**src/rtl/tcgr_pkg.sv**
```systemverilog
package tcgr_pkg;

   // fixed field widths
   localparam int unsigned ADDR_W     = 32;
   localparam int unsigned COLOR_W    = 32;
   localparam int unsigned FADDR_W    = 13;
   localparam int unsigned BYTE_W     = 8;
   localparam int unsigned CHAR_W     = 8;
   localparam int unsigned COL_W      = 13;
   localparam int unsigned STRIDE_W   = 13;
   localparam int unsigned GB_W       = 6;
   localparam int unsigned CSR_IDX_W  = 3;
   localparam int unsigned CSR_DATA_W = 32;
   // character code times glyph size fits here
   localparam int unsigned PROD_W     = 14;

   // defaults of the top level parameters
   localparam int unsigned FONT_BYTES_DEF    = 8192;
   localparam int unsigned CELL_HEIGHT_DEF   = 16;
   localparam int unsigned MAX_ROW_PIXEL_DEF = 4095;

   // cell width is fixed by the 8-bit mask
   localparam int unsigned CELL_WIDTH = 8;

   // character codes
   localparam logic [CHAR_W-1:0] CHAR_NULL    = 8'd0;
   localparam logic [CHAR_W-1:0] CHAR_TAB     = 8'd9;
   localparam logic [CHAR_W-1:0] CHAR_NEWLINE = 8'd10;

   // item actions
   localparam logic ACT_LOAD  = 1'b0;
   localparam logic ACT_PRINT = 1'b1;

   // register indexes
   localparam logic [CSR_IDX_W-1:0] CSR_FRAME_BASE   = 3'd0;
   localparam logic [CSR_IDX_W-1:0] CSR_SCREEN_WIDTH = 3'd1;
   localparam logic [CSR_IDX_W-1:0] CSR_LINE_STRIDE  = 3'd2;
   localparam logic [CSR_IDX_W-1:0] CSR_DRAW_COLOR   = 3'd3;
   localparam logic [CSR_IDX_W-1:0] CSR_GLYPH_BYTES  = 3'd4;

   // register reset values
   localparam logic [ADDR_W-1:0]   FRAME_BASE_RST   = 32'h0000_0000;
   localparam logic [COL_W-1:0]    SCREEN_WIDTH_RST = 13'd640;
   localparam logic [STRIDE_W-1:0] LINE_STRIDE_RST  = 13'd640;
   localparam logic [COLOR_W-1:0]  DRAW_COLOR_RST   = 32'hffff_ffff;
   localparam logic [GB_W-1:0]     GLYPH_BYTES_RST  = 6'd16;

   typedef struct packed {
      logic              action;
      logic [FADDR_W-1:0] font_address;
      logic [BYTE_W-1:0]  font_byte;
      logic [CHAR_W-1:0]  character;
   } req_type;

   typedef struct packed {
      logic [ADDR_W-1:0]  pixel_address;
      logic [BYTE_W-1:0]  pixel_mask;
      logic [COLOR_W-1:0] pixel_color;
      logic               last_row;
   } rsp_type;

   // one glyph row read issued by the sequencer
   typedef struct packed {
      logic              valid;
      logic [ADDR_W-1:0] pixel_address;
      logic              last_row;
   } issue_type;

endpackage

```
**src/rtl/tcgr_out_stage.sv**
```systemverilog
module tcgr_out_stage (
   input  logic                         clock,
   input  logic                         reset,
   input  tcgr_pkg::issue_type          issue,
   input  logic [tcgr_pkg::BYTE_W-1:0]  rd_data,
   input  logic [tcgr_pkg::COLOR_W-1:0] color,
   output logic                         issue_ready,
   output logic                         rsp_valid,
   input  logic                         rsp_stall,
   output tcgr_pkg::rsp_type            rsp_data
);

   logic                          s1_valid_ff;
   logic [tcgr_pkg::ADDR_W-1:0]   s1_addr_ff;
   logic                          s1_last_ff;
   logic                          rsp_valid_ff;
   tcgr_pkg::rsp_type             rsp_data_ff;
   logic                          out_free;

   // output register loads when empty or taken this cycle
   assign out_free    = !rsp_valid_ff || !rsp_stall;
   assign issue_ready = !s1_valid_ff || out_free;

   // read stage: tracks the row whose glyph byte is in the read register
   always_ff @(posedge clock) begin
      if (reset) begin
         s1_valid_ff <= 1'b0;
      end else if (issue.valid) begin
         s1_valid_ff <= 1'b1;
      end else if (out_free) begin
         s1_valid_ff <= 1'b0;
      end
      if (issue.valid) begin
         s1_addr_ff <= issue.pixel_address;
         s1_last_ff <= issue.last_row;
      end
   end

   // result register
   always_ff @(posedge clock) begin
      if (reset) begin
         rsp_valid_ff <= 1'b0;
      end else if (out_free) begin
         rsp_valid_ff <= s1_valid_ff;
      end
      if (out_free && s1_valid_ff) begin
         rsp_data_ff.pixel_address <= s1_addr_ff;
         rsp_data_ff.pixel_mask    <= rd_data;
         rsp_data_ff.pixel_color   <= color;
         rsp_data_ff.last_row      <= s1_last_ff;
      end
   end

   assign rsp_valid = rsp_valid_ff;
   assign rsp_data  = rsp_data_ff;

endmodule

```
**config.mk**
```make
export PLATFORM = sky130hd
export DESIGN_NAME = tcgr_out_stage
export DESIGN_NICKNAME = d
export VERILOG_FILES = /design/src/rtl/tcgr_pkg.sv /design/src/rtl/tcgr_out_stage.sv
export SDC_FILE = /design/constraint.sdc
export NUM_CORES = 1
export LEC_CHECK = 0
export BUFFER_PORTS_ARGS = -buffer_cell sky130_fd_sc_hd__buf_2
export CAP_MARGIN = 40
export CORE_MARGIN = 2
export CORE_UTILIZATION = 49
export DETAILED_ROUTE_END_ITERATION = 10
export MAX_ROUTING_LAYER = met4
export PLACE_DENSITY = 0.9
export SYNTH_ARGS = -nofsm -noshare
export SYNTH_HDL_FRONTEND = slang
export SYNTH_SLANG_ARGS = --single-unit
```
**constraint.sdc**
```tcl
create_clock -name clock -period 14.6 [get_ports clock]
set_input_delay 2.92 -clock clock [delete_from_list [all_inputs] [get_ports clock]]
set_output_delay 2.92 -clock clock [all_outputs]
set_load 0.005 [all_outputs]
```
* Yosys cells after proc, flatten, opt, wreduce, memory -nomap -nowiden
Index checks and enable logic that the tools add are counted.
** Storage, ports and cells
- Bits in registers :: 108
- Input port bits :: 77
- Output and inout bits :: 75
- Logic and storage cells :: 17
** Operators by class
- Multiplexer cells :: 2
- Reduce and logical (&&, ||, !) cells :: 7
** Operators with widths (count)
- $logic_not A1 Y1 :: 3
- $logic_or A1 B1 Y1 :: 2
- $mux W1 :: 2
- $reduce_bool A2 Y1 :: 1
- $logic_and A1 B1 Y1 :: 1

* Depth between registers and ports, before layout
- Depth in word-level cells :: 4
- Gate-level depth with buffers :: 2
- Gate-level depth less buffers :: 2

* Worst setup path after synthesis
No wires, ideal clock.
- Path kind :: input to register
- From :: input rsp_stall
- To :: register rsp_data_ff (netlist bit rsp_data[0]) (enable)
- Setup time :: 615 ps
- Arrival time :: 8233 ps
- Required time :: 13985 ps
- Slack :: 5752 ps
- Cell stages on the path :: 1
- Cells stage by stage :: a21boi_0
** Between the ends
- Longest elaborated chain between the ends :: 3
** RTL lines
- start: declaration :: RTL line tcgr_out_stage.sv:9 : input logic rsp_stall,
- $logic_not A1 Y1 :: RTL line tcgr_out_stage.sv:21 : assign out_free = !rsp_valid_ff || !rsp_stall;
- $logic_or A1 B1 Y1 :: RTL line tcgr_out_stage.sv:21
- $logic_and A1 B1 Y1 :: RTL line tcgr_out_stage.sv:46 : if (out_free && s1_valid_ff) begin
- end: declaration :: RTL line tcgr_out_stage.sv:17 : tcgr_pkg::rsp_type rsp_data_ff;
Every way passes these cells.
A chain may end at the register's enable or synchronous reset.

* Worst setup path after layout
- From :: input rsp_stall
- To :: output issue_ready
** Between the ends
- Longest elaborated chain between the ends :: 3
** RTL lines
- $logic_not A1 Y1 :: RTL line tcgr_out_stage.sv:21
- $logic_or A1 B1 Y1 :: RTL line tcgr_out_stage.sv:21
- $logic_or A1 B1 Y1 :: RTL line tcgr_out_stage.sv:22 : assign issue_ready = !s1_valid_ff || out_free;
- end: declaration :: RTL line tcgr_out_stage.sv:7 : output logic issue_ready,
Every way passes these cells.

==> load_flow_metrics.sql <==
INSERT INTO impl_metrics (metric_group, metric, value, unit) VALUES
('status', 'run_status', 'finished clean', ''),
('power_and_ir_drop', 'irDropWorstVdd', '78.3', 'µV'),
('logic_synthesis', 'postSynthNetCount', '191', ''),
('sta', 'slew-limit-headroom', '40.6', '%'),
('placement', 'post_dp_cell_area', '4130', 'µm²'),
('sta', 'skew', '9.98', 'ps'),
('detailed_routing', 'antenna_left', '0', ''),
('sta', 'timing.final.crit_share', '42.5', '%'),
('detailed_routing', 'post-route-drc-count', '0', ''),
('global_route', 'wire_length_of_the_first_global_routing_pass', '8280', 'µm'),
('finish', 'layout_common_cells', 'buf_2, edfxtp_1, clkbuf_8, bufinv_16, dfxtp_1', ''),
('cts', 'cts_tree', 'built', ''),
('critical_path', 'crit_path_start_kind', 'input pin', ''),
('hold_path', 'min_from', 's1_addr_ff[24]$_DFFE_PP_', ''),
('logic_synthesis', 'synth_largest_type_area_fraction', '97.6', '%'),
('critical_path', 'worstPathRequired', '11680', 'ps'),
('critical_path', 'worst-endpoint-arrival', '3290', 'ps'),
('sta', 'tns', '0', 'ps'),
('cts', 'post_cts_setup_repair_bufs', '0', ''),
('critical_path', 'worst-r2r-cell-count', '2', ''),
('placement', 'detail_placement_hpwl', '4150', 'µm'),
('logic_synthesis', 'synthesis.area', '3260', 'µm²'),
('logic_synthesis', 'synthCells', '114', ''),
('detailed_routing', 'route.detailed.vias_per_inst', '4.72', ''),
('die', 'num_rows', '29', ''),
('logic_synthesis', 'syn_area_per_cell', '28.6', 'µm²'),
('logic_synthesis', 'synth_compound_area_share', '0.652', '%'),
('critical_path', 'rr_startpoint', 's1_valid_ff$_SDFFE_PP0P_', ''),
('sta', 'unrepaired_setup_endpoints_after_global_routing', 'no', ''),
('power_and_ir_drop', 'power.density', '135', 'nW/µm²'),
('die', 'area_inside_the_core_boundary', '6390', 'µm²'),
('critical_path', 'reg2reg_slack', '12930', 'ps'),
('finish', 'nFillCells', '427', ''),
('hold_path', 'hold_path_depth', '0', ''),
('global_route', 'gr-usage-all-layers', '16.2', '%'),
('logic_synthesis', 'synthTopCellsByArea', 'edfxtp_1, dfxtp_1, nand3_2', ''),
('sta', 'max_freq', '0.161', 'GHz'),
('die', 'die-height', '85.6', 'µm'),
('detailed_routing', 'via_count', '1694', ''),
('die', 'top_level_ports', '152', ''),
('detailed_routing', 'firstDrtPassIters', '4', ''),
('cts', 'cts_root_buffer', 'clkbuf_8', ''),
('finish', 'nNetsFinal', '354', ''),
('critical_path', 'worst_setup_path_end_kind', 'output pin', ''),
('critical_path', 'rr_endpoint', 'rsp_data[15]$_DFFE_PP_', ''),
('finish', 'multi_input_logic_area', '46.3', 'µm²'),
('cts', 'cts-root-to-sink-buffers', '2', ''),
('detailed_routing', 'drtIter0Drc', '47', ''),
('critical_path', 'worstPathMaxFanout', '3', ''),
('cts', 'cts_num_sinks', '108', ''),
('sta', 'min_period', '6210', 'ps'),
('logic_synthesis', 'synth.largest_area_cell', 'edfxtp_1', ''),
('logic_synthesis', 'total_number_of_yosys_warnings', '0', ''),
('cts', 'ctsHtreeMaxLevel', '3', ''),
('placement', 'dpl.cell_count', '343', ''),
('finish', 'post_layout_nonfiller_instances', '359', ''),
('global_route', 'antenna_found_initial', '0', ''),
('detailed_routing', 'post_drt_wl_per_cell', '15.9', 'µm'),
('die', 'dieArea', '7330', 'µm²'),
('sta', 'finalSetupViolations', '0', ''),
('global_route', 'grt_pass1_vias', '1658', ''),
('power_and_ir_drop', 'p_total', '0.588', 'mW'),
('finish', 'final_area', '4360', 'µm²'),
('finish', 'fraction_of_final_layout_cells_sized_beyond_drive_strength_1', '60.3', '%'),
('logic_synthesis', 'synth-seq-cells', '108', ''),
('logic_synthesis', 'synth_seq_area_share', '98.8', '%'),
('sta', 'hold_slack', '422', 'ps'),
('cts', 'postCtsHoldBufs', '0', ''),
('logic_synthesis', 'netlist-cell-type-count', '8', ''),
('logic_synthesis', 'adder_cell_area_share_of_the_yosys_netlist', '0', '%'),
('job', 'cap_viol_max_count', '0', '');
## cell families after synthesis
| group | count (synthesis) |
|---|---|
| flops | 108 |
| compound gates | 3 |
| simple gates | 2 |
| buf+inv | 1 |
## per-stage QoR
stage               utilization [%]  setup WS, ps
floorplan                         -          5750
global placement               64.7          8400
detailed placement             64.7          8390
CTS                            68.2          8390
global route                   68.2          8370
finish                         68.2          8390
## power by group
part           switching [mW]  internal [mW]  leakage, nW
Clock                  0.0923          0.102        0.111
Sequential            0.00457          0.362         1.02
Combinational          0.0141         0.0135        0.616
## Yosys cell counts
master      n
nand3_2     1
a21oi_2     1
edfxtp_1  106
a21oi_1     1
a21boi_0    1
nor2_1      1
dfxtp_1     2
inv_1       1
## how the worst max path moves through the flow
stage | start | endpoint | slack, ps | cells past startpoint
after floorplan | rsp_stall | rsp_data[0]$_DFFE_PP_ | 5750 | 1
after global placement | rsp_stall | issue_ready | 8400 | 3
after detailed placement | rsp_stall | issue_ready | 8390 | 3
after CTS | rsp_stall | issue_ready | 8390 | 3
after global routing | rsp_stall | issue_ready | 8370 | 3
final | rsp_stall | issue_ready | 8390 | 3
## registers in the layout (all words and copies together), names as in the netlist
name         cells
s1_last_ff       1
s1_valid_ff      1
rsp_valid        1
s1_addr_ff      32
rsp_data        73
## layout make-up
cell class,count,area share [%]
clock buffer,11,3.24
multi-input combinational,5,1.06
timing repair buffer,152,17.5
tap,77,2.21
inverter,1,0.0861
sequential,108,74.0
clock inverter,5,1.92
## worst max-delay path, stage by stage
cell and delay [ps]:
buf_2 130, nand3_2 90, buf_2 140
## per-layer routing
metal,up-vias,wire (µm),track usage [%]
met5,-,0,-
met2,103,3040,28.8
met3,19,645,5.77
met1,790,1870,15.1
li1,782,-,-
met4,0,158,8.80
Note: power is estimated with default switching activity, not from simulation.
